==> src/design/post_code_history_monitor_top_assert.svh <==
// Assertion macros shared by the history monitor RTL.
// No dependencies; clk and rst are taken from the including module's scope.
`ifndef POST_CODE_HISTORY_MONITOR_TOP_ASSERT_SVH
`define POST_CODE_HISTORY_MONITOR_TOP_ASSERT_SVH
`ifndef ASSERT_OFF
`define PCHM_ASSERT(lbl, prop, msg) \
  lbl: assert property (@(posedge clk) disable iff (rst) (prop)) else $error(msg);
`define PCHM_ASSERT_NEXT(lbl, cond, expr, msg) \
  lbl: assert property (@(posedge clk) disable iff (rst) (cond) |=> (expr)) else $error(msg);
`else
`define PCHM_ASSERT(lbl, prop, msg)
`define PCHM_ASSERT_NEXT(lbl, cond, expr, msg)
`endif
`endif

==> src/design/pchm_pkg.sv <==
// Package for the POST code history monitor: sizes, action codes, item types.
// No dependencies.
package pchm_pkg;

  localparam int HIST_DEPTH  = 8192;
  localparam int HIST_AW     = $clog2(HIST_DEPTH);
  localparam int COUNT_W     = HIST_AW + 1;
  localparam int CODE_W      = 8;
  localparam int TIMEOUT_W   = 8;
  localparam int QUEUE_DEPTH = 2;

  localparam logic [CODE_W-1:0]    CODE_RESET    = 8'hff;
  localparam logic [TIMEOUT_W-1:0] TIMEOUT_RESET = 8'd20;
  localparam logic [TIMEOUT_W-1:0] SECONDS_MAX   = 8'hff;

  typedef enum logic [1:0] {
    ACT_CODE  = 2'd0,
    ACT_POWER = 2'd1,
    ACT_TICK  = 2'd2,
    ACT_READ  = 2'd3
  } action_t;

  typedef struct packed {
    action_t             action;
    logic [CODE_W-1:0]   code;
    logic                power_good_5v;
    logic                power_good_12v;
    logic [HIST_AW-1:0]  read_index;
  } item_t;

  typedef struct packed {
    logic [CODE_W-1:0]   read_data;
    logic                read_valid;
    logic [COUNT_W-1:0]  stored_count;
    logic                finished;
    logic                recorded;
    logic                cleared;
    logic                archive_event;
  } result_t;

  // Work handed from the front end to the history memory side.
  typedef struct packed {
    logic                we;
    logic [HIST_AW-1:0]  addr;
    logic [CODE_W-1:0]   wdata;
    result_t             res;
  } mem_op_t;

endpackage

==> src/design/pchm_queue.sv <==
// Short FIFO of memory ops between the front end and the memory side.
// Depends on pchm_pkg and the assertion macro header.
`include "post_code_history_monitor_top_assert.svh"

module pchm_queue (
  input  logic               clk,
  input  logic               rst,
  input  logic               push,
  input  pchm_pkg::mem_op_t  op_in,
  output logic               full,
  input  logic               pop,
  output pchm_pkg::mem_op_t  op_out,
  output logic               empty
);
  import pchm_pkg::*;

  localparam int QAW = (QUEUE_DEPTH > 1) ? $clog2(QUEUE_DEPTH) : 1;
  localparam int QCW = $clog2(QUEUE_DEPTH + 1);
  localparam logic [QAW-1:0] QLAST = QAW'(QUEUE_DEPTH - 1);
  localparam logic [QCW-1:0] QFULL = QCW'(QUEUE_DEPTH);

  mem_op_t        slots [QUEUE_DEPTH];
  logic [QAW-1:0] wr_ptr, rd_ptr;
  logic [QCW-1:0] count;
  logic           do_push, do_pop;

  assign full    = (count == QFULL);
  assign empty   = (count == '0);
  assign do_push = push && !full;
  assign do_pop  = pop && !empty;
  assign op_out  = slots[rd_ptr];

  always_ff @(posedge clk) begin
    if (do_push) begin
      slots[wr_ptr] <= op_in;
    end
  end

  always_ff @(posedge clk) begin
    if (rst) begin
      wr_ptr <= '0;
      rd_ptr <= '0;
      count  <= '0;
    end else begin
      if (do_push) begin
        wr_ptr <= (wr_ptr == QLAST) ? '0 : wr_ptr + 1'b1;
      end
      if (do_pop) begin
        rd_ptr <= (rd_ptr == QLAST) ? '0 : rd_ptr + 1'b1;
      end
      if (do_push && !do_pop) begin
        count <= count + 1'b1;
      end else if (do_pop && !do_push) begin
        count <= count - 1'b1;
      end
    end
  end

  `PCHM_ASSERT(a_q_bound, count <= QFULL, "queue count above depth")

endmodule

==> config.mk <==
export PLATFORM = sky130hd
export DESIGN_NAME = pchm_queue
export DESIGN_NICKNAME = d
export VERILOG_FILES = /design/src/design/pchm_pkg.sv /design/src/design/pchm_queue.sv
export VERILOG_INCLUDE_DIRS = /design/src /design/src/design
export SDC_FILE = /design/constraint.sdc
export NUM_CORES = 1
export LEC_CHECK = 0
export BUFFER_PORTS_ARGS = -buffer_cell sky130_fd_sc_hd__buf_4
export CAP_MARGIN = 20
export CORE_MARGIN = 1.5
export CORE_UTILIZATION = 25
export DETAILED_ROUTE_END_ITERATION = 7
export PLACE_DENSITY_LB_ADDON = 0.15
export SLEW_MARGIN = 20
export SYNTH_ARGS = -nofsm -noshare
export SYNTH_HDL_FRONTEND = slang
export SYNTH_SLANG_ARGS = --single-unit
==> constraint.sdc <==
create_clock -name clk -period 4.75 [get_ports clk]
set_input_delay 0.7125 -clock clk [delete_from_list [all_inputs] [get_ports clk]]
set_output_delay 0.7125 -clock clk [all_outputs]
set_load 0.05 [all_outputs]
; Word-level counts from Yosys, hierarchy flattened
; Memories as Yosys holds them, arrays and structs flattened. A register that Yosys moved wholly into a read port is not among the register bits.
; Index checks and enable logic that the tools add are counted.
[op_classes]
addsub = 4
n_eq_ne = 1
mux = 8
reduce_logical = 10
[op_table]
columns = cell, n
row1 = $mux W1, 6
row2 = $logic_and A1 B1 Y1, 4
row3 = $logic_not A1 Y1, 4
row4 = $mux W2, 2
row5 = $add A1 B1 Y1 const B, 2
row6 = $add A2 B1 Y2 const B, 1
row7 = $eq A2 B2 Y1 const B, 1
row8 = $logic_not A2 Y1, 1
row9 = $reduce_bool A2 Y1, 1
row10 = $sub A2 B1 Y2 const B, 1
[word_totals]
memories = 1
ram_bits = 98
wordCells = 27
output_inout_bits = 51
reg_bits = 4
[mem_list]
columns = name, words, word_bits, rd, rd_ports_with_merged_regs, wr, line_no
row1 = slots, 2, 49, 1, 1, 1, pchm_queue.sv:22  ; mem_op_t slots [QUEUE_DEPTH];

; Depth between registers and ports, before layout
[logic_depth]
word_depth = 7
depth_mapped = 6
ltp_nobuf = 6

; Least setup slack after synthesis
; OpenSTA, ideal clock, no wires.
[synth_path]
path_kind = input-to-reg
startpoint = in push
endpoint = mem slots[1][0] (netlist bit) (enable)
path_slack_ns = 2.265
arrival_time_ns = 2.073
t_required_ns = 4.338
stages = 3
cell_sequence = inv_1 > nor2_1 > and2_1
[synth_via]
elab_chain_cells = 3
[synth_lines]
columns = item, line_no
row1 = start: declaration, pchm_queue.sv:8  ; input logic push,
row2 = $logic_and A1 B1 Y1, pchm_queue.sv:29  ; assign do_push = push && !full;
row3 = via do_push, pchm_queue.sv:25  ; logic do_push, do_pop;
row4 = $mux W1, pchm_queue.sv:34  ; if (do_push) begin
row5 = $mux W1 (not written as such), pchm_queue.sv:35  ; slots[wr_ptr] <= op_in;
row6 = end: declaration, pchm_queue.sv:22
; The timed path passes the listed nets, and every way through them passes these cells.

==> metrics.cfg <==
[clocking]
clkSlewWorstSetupHoldPaths_ns = 0.07
clk_root_buffer_cell = sky130_fd_sc_hd__clkbuf_16
htree_levels = 3
clock_latency_ns = 0.35
cts_hold_buf = 0
tritoncts = yes
clock_sink_count = 103
cts.path.max_buffers = 2
cts_buffers = 9
ctsResizeCount = 0
post-cts-setup-buffers = 0

[sta]
fin_crit_ns = 2.94
hold_violations = 0
max_clock_freq_ghz = 0.340
timing.final.max_slew_violations = 0
finClkSkew_ns = 0.00636
slew_headroom_pct = 39.1
tns_setup_ns = 0
rsz0062_at_grt = no
worst-slew-pin-transition_ns = 0.912
setup_viol = 0
period_share_pct = 61.9

[global_route]
grt_pass1_vias = 2053
grt_max_degree = 38
initial_antenna_violation_count = 0
global_route.usage.total_pct = 9.53
grt_remaining_overflow = 0
grt_first_pass_wirelength_mm = 11.0

[route]
detail_route.wirelength_mm = 7.26
drtPass1Iterations = 4
routed_wire_length_per_instance_um = 15.2
via_per_inst = 4.05
route.detailed.drc = 0
vias = 1937
ant_nets = 0
initialDrtViolationCount = 89

[die]
die_w_um = 125
coreArea_um2 = 14600
area_of_the_die_um2 = 15700
die_span_in_y_um = 125
starting_density_pct = 25.7
std_cell_rows = 44
number_of_top_level_pins = 104

[setup_path]
critPathTopFamily = flip-flops
crit_top_cell = sky130_fd_sc_hd__buf_4
worst_ep_required_time_ns = 4.04
setup.worst_path.class = reg2out
cp_slowest_cell = sky130_fd_sc_hd__dfxtp_2
slowest_delay_ns = 0.88
critical_path_buf_inv_count = 2
setup.worst_path.end_class = output port
worstPathCellList = buf_4 -> mux2_2 -> buf_4
critical_path_peak_fanout = 30
crit_path_start_kind = flop
critPathArrivalTime_ns = 2.23

[logic_synthesis]
warnings_from_yosys = 0
synth.top_cell.area_share_pct = 78.6
synthesis.nets = 231
synth.cell_area_um2 = 3750
yosys-top-cells-count = sky130_fd_sc_hd__edfxtp_1, sky130_fd_sc_hd__mux2_2, sky130_fd_sc_hd__dfxtp_1, sky130_fd_sc_hd__nor2_1
synth_largest_area_cell = sky130_fd_sc_hd__edfxtp_1
asyncSetResetFlopFracSynth_pct = 0
synth_top_flop_cell = sky130_fd_sc_hd__edfxtp_1
synth-seq-area-share_pct = 81.2
netlist-cell-type-count = 15
synth.ff_latch_count = 103
postSynthCellCount = 177
number_of_enable_type_register_cells_in_the_synthesized_netlist = 98
synth_top_cells_by_area = sky130_fd_sc_hd__edfxtp_1, sky130_fd_sc_hd__mux2_2, sky130_fd_sc_hd__dfxtp_1
synth.most_common_cell = sky130_fd_sc_hd__edfxtp_1
synthesis.area_per_instance_um2 = 21.2

[pwr]
worst_ir_drop_vdd_v = 0.000246
sequentialPowerShare_pct = 38.9
combinationalPowerShare_pct = 35.9
clkPwrFrac_pct = 25.3
p_switching_mw = 1.14
leakagePower_nw = 1.85
cellInternalPower_mw = 1.98
power_switching_share_pct = 36.5
power_density_nw_per_um2 = 618

[place]
buffers_on_ports = 103
hpwl_mm = 4.47
gp_congestion = 0.698
numPlacedInstances = 462

[hold_path]
holdCritPathClass = reg2reg

[finish]
post_route_cells_drive_above_1_share_pct = 59.5
area_growth_pct = 35.1
antenna-diode-count = 0
final_nets = 343
final-instance-count-excl-fill = 478

[flow_run]
cap_viol_max_count = 0

[status]
run_status = completed

[area by class of cell]
cell class | instances | area [µm²]
clock buffer | 9 | 225
clock inverter | 7 | 96.3
fill | 1443 | 9530
inverter | 2 | 7.51
multi-input combinational | 67 | 663
sequential | 103 | 3040
tap | 184 | 230
timing repair buffer | 106 | 796
[layout by cell type, fill, tap and decap left out]
cell type,Yosys,routed
sky130_fd_sc_hd__dfxtp_2,0,1
sky130_fd_sc_hd__clkinvlp_4,0,3
sky130_fd_sc_hd__buf_4,1,106
sky130_fd_sc_hd__mux2_2,49,49
sky130_fd_sc_hd__edfxtp_1,98,98
sky130_fd_sc_hd__clkbuf_16,0,9
sky130_fd_sc_hd__clkinv_2,0,1
sky130_fd_sc_hd__nor2_1,5,5
sky130_fd_sc_hd__inv_2,0,1
sky130_fd_sc_hd__bufinv_16,0,2
sky130_fd_sc_hd__dfxtp_1,5,4
sky130_fd_sc_hd__inv_1,2,1
sky130_fd_sc_hd__ha_1,1,1
sky130_fd_sc_hd__nor2b_2,1,1
sky130_fd_sc_hd__o21ai_0,3,3
sky130_fd_sc_hd__xor2_1,3,3
sky130_fd_sc_hd__a21oi_1,2,2
sky130_fd_sc_hd__and2_2,0,1
sky130_fd_sc_hd__inv_6,0,1
sky130_fd_sc_hd__or3_1,2,2
[sequential cells by signal, summed over array words and instances (netlist names), named ones only]
| name | count |
|---|---|
| rd_ptr | 1 |
| slots | 98 |
| wr_ptr | 1 |
| count | 2 |
[worst reg2reg max path: cells and delay by family, from the launching register on]
| kind | cells | cell delay (ns) |
|---|---|---|
| AND/OR/NAND/NOR | 2 | 0.43 |
| buffers and inverters | 2 | 1.05 |
| flip-flops | 1 | 0.44 |
[cell families (layout without fill, tap and decap cells)]
| kind of cell | Yosys count | in the layout | share of synthesized area (%) |
|---|---|---|---|
| adders and majority gates | 1 | 1 | 0.334 |
| AOI/OAI and AO/OA | 5 | 5 | 0.668 |
| muxes | 49 | 49 | 14.7 |
| xor gates and xnor gates | 3 | 3 | 0.702 |
| DFF | 103 | 103 | 81.2 |
| buffers and inverters | 7 | 124 | 1.10 |
| and+or+nand+nor | 9 | 9 | 1.24 |
[worst paths after layout]
kind	slack, ns	end	start	depth (start not counted)
hold reg to reg	0.49	wr_ptr$_SDFFE_PP0P_	wr_ptr$_SDFFE_PP0P_	2
setup / recovery	1.81	op_out[12]	flop	3
hold / removal	0.49	wr_ptr$_SDFFE_PP0P_	wr_ptr$_SDFFE_PP0P_	2
setup reg to reg	2.51	slots[0][40]$_DFFE_PP_	count[0]$_SDFFE_PP0P_	4
[through the flow]
| step | util [%] | total power [mW] | hold WS, ns | worst slack, ns | instance area, µm² |
|---|---|---|---|---|---|
| global placement | 32.5 | 2.38 | 0.461 | 2.09 | 4740 |
| detailed placement | 32.5 | 2.38 | 0.487 | 2.09 | 4740 |
| finish | 34.7 | 3.13 | 0.492 | 1.81 | 5060 |
| global route | 34.7 | 3.27 | 0.521 | 1.64 | 5060 |
| floorplan | - | 2.04 | 0.452 | 2.26 | 3750 |
| CTS | 34.7 | 3.19 | 0.498 | 1.69 | 5060 |
[layer usage]
metal  global-route usage, %  part of all wire, %  routed length, µm
met2                    14.5                   47               3380
met5                       0                    0                  0
met4                    6.02                  2.7                198
met3                    3.29                  5.9                431
met1                    11.6                   45               3250
[power by group through the flow]
stage | registers [mW] | clock network, mW | logic [mW]
final | 1.22 | 0.790 | 1.12
after global routing | 1.23 | 0.854 | 1.18
after CTS | 1.22 | 0.825 | 1.14
after detailed placement | 1.24 | 0 | 1.14
after global placement | 1.24 | 0 | 1.14
after floorplan | 1.19 | 0 | 0.846
(Power assumes the default switching activity.)
