$ cat src/design/post_code_history_monitor_top_assert.svh
// Assertion macros shared by the history monitor RTL.
// No dependencies; clk and rst are taken from the including module's scope.
`ifndef POST_CODE_HISTORY_MONITOR_TOP_ASSERT_SVH
`define POST_CODE_HISTORY_MONITOR_TOP_ASSERT_SVH
`ifndef ASSERT_OFF
`define PCHM_ASSERT(lbl, prop, msg) \
  lbl: assert property (@(posedge clk) disable iff (rst) (prop)) else $error(msg);
`define PCHM_ASSERT_NEXT(lbl, cond, expr, msg) \
  lbl: assert property (@(posedge clk) disable iff (rst) (cond) |=> (expr)) else $error(msg);
`else
`define PCHM_ASSERT(lbl, prop, msg)
`define PCHM_ASSERT_NEXT(lbl, cond, expr, msg)
`endif
`endif

$ cat src/design/pchm_pkg.sv
// Package for the POST code history monitor: sizes, action codes, item types.
// No dependencies.
package pchm_pkg;

  localparam int HIST_DEPTH  = 8192;
  localparam int HIST_AW     = $clog2(HIST_DEPTH);
  localparam int COUNT_W     = HIST_AW + 1;
  localparam int CODE_W      = 8;
  localparam int TIMEOUT_W   = 8;
  localparam int QUEUE_DEPTH = 2;

  localparam logic [CODE_W-1:0]    CODE_RESET    = 8'hff;
  localparam logic [TIMEOUT_W-1:0] TIMEOUT_RESET = 8'd20;
  localparam logic [TIMEOUT_W-1:0] SECONDS_MAX   = 8'hff;

  typedef enum logic [1:0] {
    ACT_CODE  = 2'd0,
    ACT_POWER = 2'd1,
    ACT_TICK  = 2'd2,
    ACT_READ  = 2'd3
  } action_t;

  typedef struct packed {
    action_t             action;
    logic [CODE_W-1:0]   code;
    logic                power_good_5v;
    logic                power_good_12v;
    logic [HIST_AW-1:0]  read_index;
  } item_t;

  typedef struct packed {
    logic [CODE_W-1:0]   read_data;
    logic                read_valid;
    logic [COUNT_W-1:0]  stored_count;
    logic                finished;
    logic                recorded;
    logic                cleared;
    logic                archive_event;
  } result_t;

  // Work handed from the front end to the history memory side.
  typedef struct packed {
    logic                we;
    logic [HIST_AW-1:0]  addr;
    logic [CODE_W-1:0]   wdata;
    result_t             res;
  } mem_op_t;

endpackage

$ cat src/design/pchm_front.sv
// Front end: takes each request, updates the monitor state and forms one memory op.
// Depends on pchm_pkg and the assertion macro header.
`include "post_code_history_monitor_top_assert.svh"

module pchm_front (
  input  logic                             clk,
  input  logic                             rst,
  input  logic                             cfg_we,
  input  logic [pchm_pkg::TIMEOUT_W-1:0]   cfg_wdata,
  input  logic                             accept,
  input  pchm_pkg::item_t                  item,
  output pchm_pkg::mem_op_t                op
);
  import pchm_pkg::*;

  localparam logic [COUNT_W:0]   DEPTH_EXT = (COUNT_W + 1)'(HIST_DEPTH);
  localparam logic [COUNT_W-1:0] DEPTH_CNT = COUNT_W'(HIST_DEPTH);
  localparam logic [HIST_AW-1:0] LAST_PTR  = HIST_AW'(HIST_DEPTH - 1);

  logic [TIMEOUT_W-1:0] timeout;
  logic [HIST_AW-1:0]   wp, wp_next;
  logic [COUNT_W-1:0]   count, count_next;
  logic [CODE_W-1:0]    prev_code, prev_code_next;
  logic                 done, done_next;
  logic                 running, running_next;
  logic [TIMEOUT_W-1:0] seconds, seconds_next;
  logic                 prev_power, prev_power_next;

  logic                 clear, append, now_on;
  logic [TIMEOUT_W-1:0] sec_inc;
  logic [HIST_AW-1:0]   wp_c;
  logic [COUNT_W-1:0]   cnt_c;
  logic [COUNT_W:0]     rd_sum;

  // oldest entry sits at wp - count; one conditional subtract wraps it
  always_comb begin
    rd_sum = {2'b00, wp} + DEPTH_EXT - {1'b0, count} + {2'b00, item.read_index};
    if (rd_sum >= DEPTH_EXT) begin
      rd_sum = rd_sum - DEPTH_EXT;
    end
  end

  always_comb begin
    prev_code_next  = prev_code;
    done_next       = done;
    running_next    = running;
    seconds_next    = seconds;
    prev_power_next = prev_power;
    clear           = 1'b0;
    append          = 1'b0;
    now_on          = item.power_good_5v & item.power_good_12v;
    sec_inc         = (seconds != SECONDS_MAX) ? seconds + 1'b1 : seconds;
    op              = '0;

    unique case (item.action)
      ACT_CODE: begin
        if (item.code == '0) begin
          if (!running) begin
            running_next = 1'b1;
            seconds_next = '0;
          end
        end else begin
          running_next = 1'b0;
          seconds_next = '0;
        end
        if (item.code != prev_code) begin
          prev_code_next = item.code;
          if (!done || item.code != '0) begin
            // nonzero code after finish is a warm reset
            if (done) begin
              done_next = 1'b0;
              clear     = 1'b1;
            end
            append = 1'b1;
          end
        end
      end
      ACT_POWER: begin
        if (now_on && !prev_power) begin
          done_next = 1'b0;
          clear     = 1'b1;
        end
        prev_power_next = now_on;
      end
      ACT_TICK: begin
        if (running && !done) begin
          seconds_next = sec_inc;
          if (sec_inc >= timeout) begin
            done_next            = 1'b1;
            running_next         = 1'b0;
            seconds_next         = '0;
            op.res.archive_event = (count != '0);
          end
        end
      end
      ACT_READ: begin
        op.res.read_valid = ({1'b0, item.read_index} < count);
        op.addr           = rd_sum[HIST_AW-1:0];
      end
      default: ;
    endcase

    wp_c  = clear ? '0 : wp;
    cnt_c = clear ? '0 : count;
    if (append) begin
      op.we      = 1'b1;
      op.addr    = wp_c;
      op.wdata   = item.code;
      wp_next    = (wp_c == LAST_PTR) ? '0 : wp_c + 1'b1;
      count_next = (cnt_c == DEPTH_CNT) ? cnt_c : cnt_c + 1'b1;
    end else begin
      wp_next    = wp_c;
      count_next = cnt_c;
    end

    op.res.stored_count = count_next;
    op.res.finished     = done_next;
    op.res.recorded     = append;
    op.res.cleared      = clear;
  end

  always_ff @(posedge clk) begin
    if (rst) begin
      timeout <= TIMEOUT_RESET;
    end else if (cfg_we) begin
      timeout <= cfg_wdata;
    end
  end

  always_ff @(posedge clk) begin
    if (rst) begin
      wp         <= '0;
      count      <= '0;
      prev_code  <= CODE_RESET;
      done       <= 1'b0;
      running    <= 1'b0;
      seconds    <= '0;
      prev_power <= 1'b0;
    end else if (accept) begin
      wp         <= wp_next;
      count      <= count_next;
      prev_code  <= prev_code_next;
      done       <= done_next;
      running    <= running_next;
      seconds    <= seconds_next;
      prev_power <= prev_power_next;
    end
  end

  `PCHM_ASSERT(a_count_bound, count <= DEPTH_CNT, "history count above depth")
  `PCHM_ASSERT_NEXT(a_clear_count, accept && op.res.cleared, count <= 1, "count not reset by clear")
  `PCHM_ASSERT_NEXT(a_append_count, accept && op.we && !op.res.cleared, count != '0, "append left empty history")

endmodule

$ cat config.mk
export PLATFORM = sky130hd
export DESIGN_NAME = pchm_front
export DESIGN_NICKNAME = d
export VERILOG_FILES = /design/src/design/pchm_pkg.sv /design/src/design/pchm_front.sv
export VERILOG_INCLUDE_DIRS = /design/src /design/src/design
export SDC_FILE = /design/constraint.sdc
export NUM_CORES = 1
export LEC_CHECK = 0
export BUFFER_PORTS_ARGS = -buffer_cell sky130_fd_sc_hd__buf_2
export CELL_PAD_IN_SITES_DETAIL_PLACEMENT = 0
export CELL_PAD_IN_SITES_GLOBAL_PLACEMENT = 1
export CORE_MARGIN = 10
export CORE_UTILIZATION = 45
export DETAILED_ROUTE_END_ITERATION = 6
export GPL_ROUTABILITY_DRIVEN = 0
export PLACE_DENSITY_LB_ADDON = 0.1
export SETUP_SLACK_MARGIN = 0.1
export SKIP_CTS_REPAIR_TIMING = 1
export SLEW_MARGIN = 20
export SYNTH_ARGS = -nofsm -noshare
export SYNTH_HDL_FRONTEND = slang
export SYNTH_SLANG_ARGS = --single-unit
export TNS_END_PERCENT = 100
$ cat constraint.sdc
create_clock -name clk -period 11.7 [get_ports clk]
set_clock_uncertainty 0.1 [all_clocks]
set_input_delay 1.17 -clock clk [delete_from_list [all_inputs] [get_ports clk]]
set_output_delay 1.17 -clock clk [all_outputs]
set_load 0.005 [all_outputs]
Yosys cells after proc, flatten, opt, wreduce, memory -nomap -nowiden
Cells that the tools add are included.
W data, S select, Z words.
{ "word_totals": {"elab_cells": 80, "inputBits": 37, "register_bits": 54, "rom_bits": 0, "latchBits": 0, "ram_bits": 0, "n_memories": 0, "output_inout_bits": 49} }
{ "op_classes": {"mux": 37, "bitwise": 1, "eq_ne": 10, "shift": 0, "reduce_logical": 14, "addsub": 7, "n_div": 0, "multipliers": 0, "n_lt_le_gt_ge": 3} }
{ "ops": {"columns": ["operator", "count"], "rows": [
  ["$mux W13", 5],
  ["$mux W14", 3],
  ["$mux W8", 5],
  ["$mux W22", 1],
  ["$mux W1", 19],
  ["$pmux W8 S2", 1],
  ["$add A13 B14 Y15 const B", 1],
  ["$add A15 B13 Y15", 1],
  ["$ge A15 B14 Y1 const B", 1],
  ["$sub A15 B14 Y15", 1],
  ["$add A14 B1 Y14 const B", 1],
  ["$eq A14 B14 Y1 const B", 1],
  ["$lt A13 B14 Y1", 1],
  ["$reduce_bool A14 Y1", 1],
  ["$add A13 B1 Y13 const B", 1],
  ["$eq A13 B13 Y1 const B", 1],
  ["$sub A13 B1 Y13 const B", 1],
  ["$add A8 B1 Y8 const B", 1],
  ["$ge A8 B8 Y1", 1],
  ["$logic_not A8 Y1", 1],
  ["$ne A8 B8 Y1", 1],
  ["$ne A8 B8 Y1 const B", 1],
  ["$reduce_and A4 Y1", 2],
  ["$reduce_bool A8 Y1", 1],
  ["other kinds (14)", 19]
]} }

Longest topological paths before layout
Gate-level depths: netlist of the first run.
{ "logic_depth": {"ltp_word": 9, "mapped_depth": 16, "depth_no_buf": 13} }

Least setup slack after synthesis of the first run
OpenSTA, ideal clock, no wires.
{ "synth_timing": {"kind": "input port to output port", "start": "input port item[18] (netlist name)", "end": "output port op[10] (netlist name)", "path_buffers": 3, "t_required_ps": 10430, "path_slack_ps": 6629, "t_arrival_ps": 3801, "cell_stages": 16, "path_cell_list": "xor2_1 -> or4_1 -> buf_2 -> o211a_1 -> buf_6 -> nor2_2 -> buf_2 -> nand2_1 -> inv_1 -> ha_1 -> nand3_1 -> nor2_1 -> o21ai_0 -> nor3_1 -> xnor2_1 -> nor2_1"} }
{ "synth_rtl": {"columns": ["element", "line", "text"], "rows": [
  ["start, declared", "pchm_front.sv:11", "input pchm_pkg::item_t item,"],
  ["end, declared", "pchm_front.sv:12", "output pchm_pkg::mem_op_t op"]
]} }

==> results of run 1 <==
per-layer routing:
layer  vias up  part of all wire
li1       2392                 -
met1      2292              0.48
met2       124              0.45
met3        14             0.058
met4         0             0.014
met5         -                 0
path summary, 6_finish.rpt:
| path | startpoint | end | slack (ns) | cells after the start |
|---|---|---|---|---|
| setup / recovery | item[18] | op[10] | 5.69 | 15 |
| hold / removal | prev_code[1] | prev_code[1] | 0.39 | 2 |
| setup reg to reg | prev_code[3] | wp[11] | 6.99 | 13 |
| hold reg to reg | prev_code[1] | prev_code[1] | 0.39 | 2 |
power breakdown:
group / internal, mW / total [mW] / switching, mW
sequential: 0.188 / 0.190 / 0.00289
clock: 0.0639 / 0.134 / 0.0703
combinational: 0.0407 / 0.0999 / 0.0592
total: 0.292 / 0.424 / 0.132
logic make-up after synthesis:
group           count (synthesis)  share of synthesized area
buf+inv                       115                      0.101
xor+xnor                       31                     0.0559
compound gates                154                      0.215
flops                          54                      0.223
fa+ha+maj                      49                      0.145
mux                             9                     0.0188
simple gates                  231                      0.241
other cells                     1                   0.000773
final cells by class:
cell class,count,share of cell area
well taps,136,0.0316
repair buffers,79,0.0744
inverters,79,0.0551
flip-flops and latches,54,0.201
multi-input cells,482,0.617
clock buffers,5,0.0128
clock inverters,3,0.00837
flip-flops by register name, indices dropped and copies added (netlist names):
name,count
running,1
timeout,8
done,1
prev_code,8
count,14
prev_power,1
wp,13
seconds,8
placed cells by master, fill, tap and decap left out, drive strengths merged, types with 9 or more instances in the layout:
master,n
inv,79
buf,79
dfxtp,54
nand2,53
nor2,45
ha,37
nand3,35
o21ai,32
a21oi,30
xnor2,20
nand4,16
nor3,15
nor4,14
fa,12
a22o,11
a21o,11
xor2,11
or3,11
and2,10
a211oi,10
o21a,9
metrics by stage:
stage	power (mW)	hold WS [ns]	instances
2_1_floorplan	0.264	0.345	651
3_3_place_gp	0.292	0.369	830
3_5_place_dp	0.294	0.375	830
4_1_cts	0.427	0.391	838
5_1_grt	0.448	0.409	838
6_report	0.424	0.388	838
worst reg2reg max path, cell delays in order (launching register included):
cell	delay, ns
dfxtp_1	0.34
xor2_1	0.17
or4_1	0.67
o211a_1	0.42
nor2_2	0.48
inv_2	0.31
nor2_1	0.17
ha_1	0.23
nand2_1	0.10
or4_1	0.64
a211oi_1	0.51
nor4_2	0.15
nand2_1	0.22
o22ai_1	0.11
==> flow_summary.yaml, run 1 <==
grt:
  grt-busiest-layer: "met2"
  grt_max_degree: 42
  antenna_found_initial: 0
  grt_pass1_wl_um: 23600
  met2_usage: 0.296
  grt_util_met3: 0.0376
  grt_pass1_vias: 4663
  grt_use_met1: 0.260
  track_usage: 0.188
  overflow: 0
clocking:
  cts_sinks: 54
  clock_path_buffers: 2
  root_buffer: "clkbuf_8"
  h-tree-depth: 2
  cts_made_buffers: 5
  clock_latency_ns: 0.32
  cts_tree: "built"
  clk_pin_slew_worst_paths_ns: 0.11
routing:
  routed_wirelength_um: 14700
  dr.pass1.iters: 4
  postRouteAntennaNets: 0
  drc_errors: 0
  wire_per_inst_um: 17.5
  first_iter_violations: 409
  vias: 4822
  vias_per_cell: 5.75
setup_path:
  critPathTopFamily: "simple AND/OR/NAND/NOR gates"
  crit_path_max_fanout: 13
  cp.arrival_ns: 4.74
  cp_slowest_cell: "or4_1"
  path_buf_inv: 3
  setup.worst_path.end_class: "primary output"
  worstSetupStartpointType: "input pin"
  cp_cell_sequence: "buf_2 > xor2_1 > or4_1 > o211a_1 > nor2_2 > nand2_1 > inv_1 > ha_1 > nand3_1 > nor2_1 > o21ai_0 > nor3_1 > xnor2_1 > nor2_1 > buf_2"
  cpPeakStageDelay_ns: 0.67
  worstSetupPathType: "input pin to primary output"
  cp.required_ns: 10.43
final_layout:
  utilization: 0.517
  nets: 787
  seq_area_mm2: 0.00108
  multi_input_area_mm2: 0.00332
  antennaDiodeCount: 0
  syn_to_final_growth_pct: 10.9
  design_area_mm2: 0.00538
  fillers: 1072
  layout-drive-gt1-share: 0.138
yosys:
  synth_most_common_cell: "inv_1"
  yosysTopAreaCell: "dfxtp_1"
  netlist_area_mm2: 0.00485
  synthCells: 644
  ys_top_cells_by_area: "dfxtp_1 22%, ha_1 9.5%, inv_1 6.0%"
  synthFlopType: "dfxtp_1"
  yosys.cell_types.count: 62
  synth_top_area_frac: 0.223
  synth_area_per_cell_um2: 7.54
  yosysWarnings: 0
  seq_area_frac_synth: 0.223
  yosys-top-cells-count: "77 x inv_1, 54 x dfxtp_1, 53 x nand2_1, 44 x nor2_1, 37 x ha_1"
  synth-edff-count: 0
  ys_seq_elements: 54
  synthArstFlopShare: 0
die:
  die_y_um: 124
  die_x_um: 124
  coreArea_mm2: 0.0104
  rows: 37
  die_area_mm2: 0.0153
  start_util: 0.466
  ios: 86
sta:
  final_hold_viol_count: 0
  finalCriticalPeriod_ns: 6.01
  timing.fmax_mhz: 166
  maxSlewViolCount: 0
  final.setup.tns_ns: 0
  rsz0062_at_grt: "false"
  finalSetupViolations: 0
  max_slew_margin: 0.424
  worst_slack_ns: 5.69
  min_period_over_period: 0.514
  worst_slew_pin_slew_ns: 0.859
flow_run:
  drv_cap: 0
placed_design:
  port_buffers: 77
  dpl_cell_area_mm2: 0.00526
  place_hpwl_um: 11400
  place_ws_ns: 5.71
min_path:
  hold_class: "flop to flop"
run_status:
  status: "finished clean"
power_and_ir_drop:
  vdd_drop_max_v: 0.0000587
  leakage_nw: 2.36
  p_per_area_mw_per_mm2: 78.9
Note: power is estimated with default switching activity, not from simulation.
==> run 2, diff against run 1 <==
ABC_AREA = 1   (was default)
CORE_UTILIZATION = 36   (was 45)
clock period = 4.89 ns   (was 11.7 ns; I/O delays follow)
==> run 2 against run 1 <==
  * Synthesized cell count is 18% higher
  * Critical path depth is 2 higher
  * Sequential cell count stayed put
==> flow_summary.yaml, run 2 <==
power_and_ir_drop:
  internal_power_uw: 833
  p_clk_frac: 0.338
  leakage_nw: 2.77
  power_switching_uw: 417
  vdd_drop_max_v: 0.000156
  pwr-share-seq: 0.378
  comb_power_share: 0.284
  p_per_area_mw_per_mm2: 224
  swShare: 0.334
setup_path:
  r2r_slack_ns: 1.64
  worstSetupStartpointType: "flop"
  reg2reg_depth: 13
  r2r-start: "seconds[0]"
  worstSetupPathType: "flop to primary output"
  startpoint: "wp[1]"
  regToRegEndpoint: "seconds[2]"
  cp.arrival_ns: 3.27
  endpoint: "op[47]"
  setup.worst_path.end_class: "primary output"
  cp.required_ns: 4.30
  crit_path_max_fanout: 3
yosys:
  yosysWarnings: 0
  synth_top_area_frac: 0.218
  synth-edff-count: 0
  synthArstFlopShare: 0
  yosysTopAreaCell: "dfxtp_1"
  synthFlopType: "dfxtp_1"
  yosys.cell_types.count: 45
  seq_area_frac_synth: 0.218
  synth_most_common_cell: "nand2_1"
  netlist_area_mm2: 0.00497
  synth_area_per_cell_um2: 6.55
  yosys-top-cells-count: "151 x nand2_1, 133 x inv_1, 79 x nor2_1, 55 x a21oi_1, 54 x dfxtp_1"
  ys_top_cells_by_area: "dfxtp_1 22%, nand2_1 11%, inv_1 10%"
  synthCells: 759
  ys_seq_elements: 54
sta:
  min_period_over_period: 0.789
  rsz0062_at_grt: "false"
  maxSlewViolCount: 0
  final.setup.tns_ns: 0
  worst_slew_pin_slew_ns: 0.756
  max_slew_margin: 0.494
  finalCriticalPeriod_ns: 3.86
  finalSetupViolations: 0
  final_hold_viol_count: 0
  timing.fmax_mhz: 259
final_layout:
  final_common_cell: "nand2_1"
  seq_area_mm2: 0.00108
  design_area_mm2: 0.00559
  fillers: 1476
  regMostFlops: "count"
  utilization: 0.417
  syn_to_final_growth_pct: 12.5
  multi_input_area_mm2: 0.00317
  layout-drive-gt1-share: 0.155
  antennaDiodeCount: 0
  reg_top3: "count x14, wp x13"
  largest_reg_flops: 14
  nets: 905
  mostFrequentLayoutCells: "151 x nand2_1, 133 x inv_1, 79 x nor2_1, 77 x buf_2, 55 x a21oi_1"
routing:
  wire_per_inst_um: 15.0
  postRouteAntennaNets: 0
  dr.pass1.iters: 4
  vias: 4937
  routed_wirelength_um: 14900
  drc_errors: 0
  first_iter_violations: 266
  vias_per_cell: 4.96
clocking:
  cts_sinks: 54
  h-tree-depth: 2
  clk_pin_slew_worst_paths_ns: 0.08
  clock_latency_ns: 0.30
  clock_path_buffers: 2
  cts_made_buffers: 5
  root_buffer: "clkbuf_16"
  cts_tree: "built"
die:
  ios: 86
  die_y_um: 137
  rows: 42
  die_x_um: 137
  coreArea_mm2: 0.0134
  start_util: 0.371
  die_area_mm2: 0.0189
grt:
  grt_pass1_vias: 4894
  overflow: 0
  track_usage: 0.158
  grt_pass1_wl_um: 24100
  antenna_found_initial: 0
  grt_max_degree: 33
placed_design:
  place_hpwl_um: 12100
  port_buffers: 77
  dpl_cell_area_mm2: 0.00542
min_path:
  holdPathStages: 3
  hold_class: "input pin to flop"
run_status:
  status: "finished clean"
flow_run:
  drv_cap: 0
-- run 2: metal layers --
layer / share of wire / wire length [um] / global-route usage
met1: 0.45 / 6670 / 0.190
met2: 0.48 / 7200 / 0.282
met3: 0.057 / 854 / 0.0313
met4: 0.014 / 212 / 0.0345
met5: 0 / 0 / 0
-- run 2: cell families after synthesis --
family / count (synthesis) / share of synthesized area
buffers and inverters: 178 / 0.150
adder cells (fa/ha/maj): 49 / 0.141
XOR/XNOR: 24 / 0.0423
AO/OA/AOI/OAI: 135 / 0.156
other: 1 / 0.000755
flip-flops: 54 / 0.218
multiplexers: 1 / 0.00227
AND/OR/NAND/NOR: 317 / 0.290
-- run 2: cell type report --
| class | count | share of cell area |
|---|---|---|
| multi-input combinational | 534 | 0.567 |
| inverter | 144 | 0.0967 |
| clock buffer | 5 | 0.0224 |
| clock inverter | 3 | 0.00784 |
| sequential | 54 | 0.193 |
| timing repair buffer | 80 | 0.0730 |
| tap | 176 | 0.0394 |
-- run 2: metrics by stage --
step	total power, mW	cells	hold slack [ns]	worst slack, ns
6_report	1.25	996	0.302	1.03
5_1_grt	1.33	996	0.325	0.653
4_1_cts	1.27	996	0.299	1.03
3_5_place_dp	0.842	988	0.366	1.13
3_3_place_gp	0.838	988	0.364	1.18
2_1_floorplan	0.727	766	0.340	1.64
-- run 2: critical path: stages (launching register included) --
cell     delay (ns)
dfxtp_1        0.34
inv_1          0.09
fa_1           0.50
inv_1          0.07
fa_1           0.44
nand2_1        0.07
inv_1          0.05
o21ai_0        0.20
nand2_1        0.14
a21oi_1        0.24
o21ai_0        0.14
nand2_1        0.08
inv_1          0.04
o21ai_0        0.13
nand2_1        0.08
o21ai_0        0.14
o22ai_1        0.08
buf_2          0.13
-- run 2: worst min path at each step --
stage / from / to / slack [ns]
3_3_place_gp: timeout[5] / timeout[5] / 0.36
6_report: cfg_wdata[2] / timeout[2] / 0.30
2_1_floorplan: timeout[1] / timeout[1] / 0.34
5_1_grt: cfg_wdata[2] / timeout[2] / 0.32
4_1_cts: cfg_wdata[2] / timeout[2] / 0.30
3_5_place_dp: timeout[1] / timeout[1] / 0.37
-- run 2: power groups by stage --
stage / Combinational (mW) / Clock [mW] / Sequential (mW)
2_1_floorplan: 0.250 / 0 / 0.477
3_3_place_gp: 0.356 / 0 / 0.483
3_5_place_dp: 0.359 / 0 / 0.483
4_1_cts: 0.361 / 0.434 / 0.473
5_1_grt: 0.411 / 0.449 / 0.475
6_report: 0.355 / 0.423 / 0.473
==> run 3, diff against run 2 <==
CORE_UTILIZATION = 40   (was 36)
clock period = 3.9 ns   (was 4.89 ns; I/O delays follow)
==> run 3 against run 2 <==
  * Clock power is 16% higher
  * Sequential power is 25% higher
  * Die area is 8.6% lower
  * Combinational power is 30% higher
  * Critical path depth stayed put
  * Non-clock buffer count is 8 higher
  * Final cell count stayed put
  * Sequential share of layout area is 0.10 points lower
  * Cell area is 1.3% higher
  * Wire length is 0.70% higher
  * Sequential cell count stayed put
  * First-iteration DRC count is 11% higher
  * Critical endpoint unchanged
  * Highest routed layer unchanged
==> flow_summary.yaml, run 3 (synthesis results as in run 2) <==
run_status:
  status: "finished clean"
routing:
  wire_per_inst_um: 15.1
  top_layer: "met4"
  vias_per_cell: 4.95
  postRouteAntennaNets: 0
  dr_wl_met2_um: 7400
  drc_errors: 0
  routedLengthMet1_um: 6770
  wl_met3_um: 715
  dr.pass1.iters: 4
  routed_wirelength_um: 15000
  first_iter_violations: 295
  vias: 4933
setup_path:
  setup.worst_path.end_class: "primary output"
  cp.arrival_ns: 3.09
  path_buf_inv: 5
  worstSetupPathType: "flop to primary output"
  cpPeakStageDelay_ns: 0.50
  cp.required_ns: 3.41
  r2r_slack_ns: 0.83
  critPathTopFamily: "adder cells"
  cp_slowest_cell: "fa_1"
  crit_path_max_fanout: 3
  path_common_cell: "inv_1"
  cp_cell_sequence: "inv_1 > fa_1 > inv_1 > fa_1 > nand2_1 > inv_1 > o21ai_1 > nand2_2 > a21oi_2 > o21ai_1 > nand2_1 > inv_1 > o21ai_0 > nand2_1 > o21ai_0 > o22ai_1 > buf_2"
  worstSetupStartpointType: "flop"
grt:
  grt_max_degree: 33
  grt_pass1_wl_um: 24500
  grt_pass1_vias: 4859
  overflow: 0
  track_usage: 0.170
  antenna_found_initial: 0
final_layout:
  final_cells: 996
  largest_reg_flops: 14
  antennaDiodeCount: 0
  mostFrequentLayoutCells: "150 x nand2_1, 133 x inv_1, 79 x nor2_1, 77 x buf_2, 53 x a21oi_1"
  final_common_cell: "nand2_1"
  fillers: 1318
  reg_top3: "count x14, wp x13"
  nets: 913
  multi_input_area_mm2: 0.00321
  syn_to_final_growth_pct: 14.0
  seq_area_mm2: 0.00109
  utilization: 0.468
  regMostFlops: "count"
  layout-drive-gt1-share: 0.176
power_and_ir_drop:
  internal_power_uw: 992
  pwr-share-seq: 0.383
  leakage_nw: 2.80
  power_switching_uw: 550
  p_total_mw: 1.54
  swShare: 0.356
  vdd_drop_max_v: 0.000182
  p_per_area_mw_per_mm2: 272
  comb_power_share: 0.299
  p_clk_frac: 0.318
sta:
  finalSetupViolations: 0
  finalCriticalPeriod_ns: 3.58
  final.setup.tns_ns: 0
  rsz0062_at_grt: "true"
  fin_hold_ws_ns: 0.197
  worst_slew_pin_slew_ns: 0.834
  max_slew_margin: 0.443
  maxSlewViolCount: 0
  final_hold_viol_count: 0
  timing.fmax_mhz: 279
  min_period_over_period: 0.918
clocking:
  clock_path_buffers: 2
  cts_sinks: 54
  cts_made_buffers: 5
  h-tree-depth: 2
  clock_latency_ns: 0.31
  cts_tree: "built"
  clk_pin_slew_worst_paths_ns: 0.08
  root_buffer: "clkbuf_16"
die:
  coreArea_mm2: 0.0121
  die_x_um: 131
  ios: 86
  die_area_mm2: 0.0173
  die_y_um: 131
  rows: 40
  start_util: 0.410
flow_run:
  drv_cap: 0
min_path:
  hold_class: "input pin to flop"
placed_design:
  port_buffers: 77
  numPlacedInstances: 984
  place_hpwl_um: 11700
-- run 3: cell types whose count changed in the layout (fill, tap and decap cells not counted), moves of 2 or more --
cell,before,now
o21ai_1,6,8
a21oi_1,55,53
dfxtp_1,54,49
a21oi_2,1,3
dfxtp_2,0,4
buf_4,3,11
o21ai_0,36,34
-- run 3: final timing paths --
kind	endpoint	from	depth (start not counted)
min	timeout[2]	cfg_wdata[2]	3
max reg2reg	seconds[0]	seconds[0]	13
min reg2reg	timeout[3]	timeout[3]	2
max	op[47]	wp[1]	17
-- run 3: power by group through the flow --
stage	combinational [mW]	clock, mW	sequential (mW)
after CTS	0.448	0.502	0.591
after floorplan	0.313	0	0.598
after global placement	0.442	0	0.604
final	0.461	0.490	0.591
after detailed placement	0.445	0	0.605
after global routing	0.529	0.528	0.594
-- run 3: final cells by class --
type                    count  share of cell area
clock buffers               5              0.0221
clock inverters             3             0.00442
inverters                 144              0.0954
multi-input cells         534               0.566
flip-flops and latches     54               0.192
well taps                 168              0.0371
repair buffers             88              0.0826
-- run 3: stage by stage --
step	worst slack (ns)	instance area (um^2)
2_1_floorplan	0.843	5000
3_3_place_gp	0.372	5440
3_5_place_dp	0.351	5440
4_1_cts	0.150	5590
5_1_grt	0.0158	5660
6_report	0.322	5660
-- run 3: worst min-delay path, cell delays in order --
cell and delay (ns):
buf_2 0.08, a21oi_1 0.05, o21ai_0 0.06
-- run 3: metal layers --
layer  global-route usage  vias up
met5                    0        -
met3               0.0385       11
met4               0.0371        0
li1                     -     2560
met2                0.295      102
met1                0.209     2260
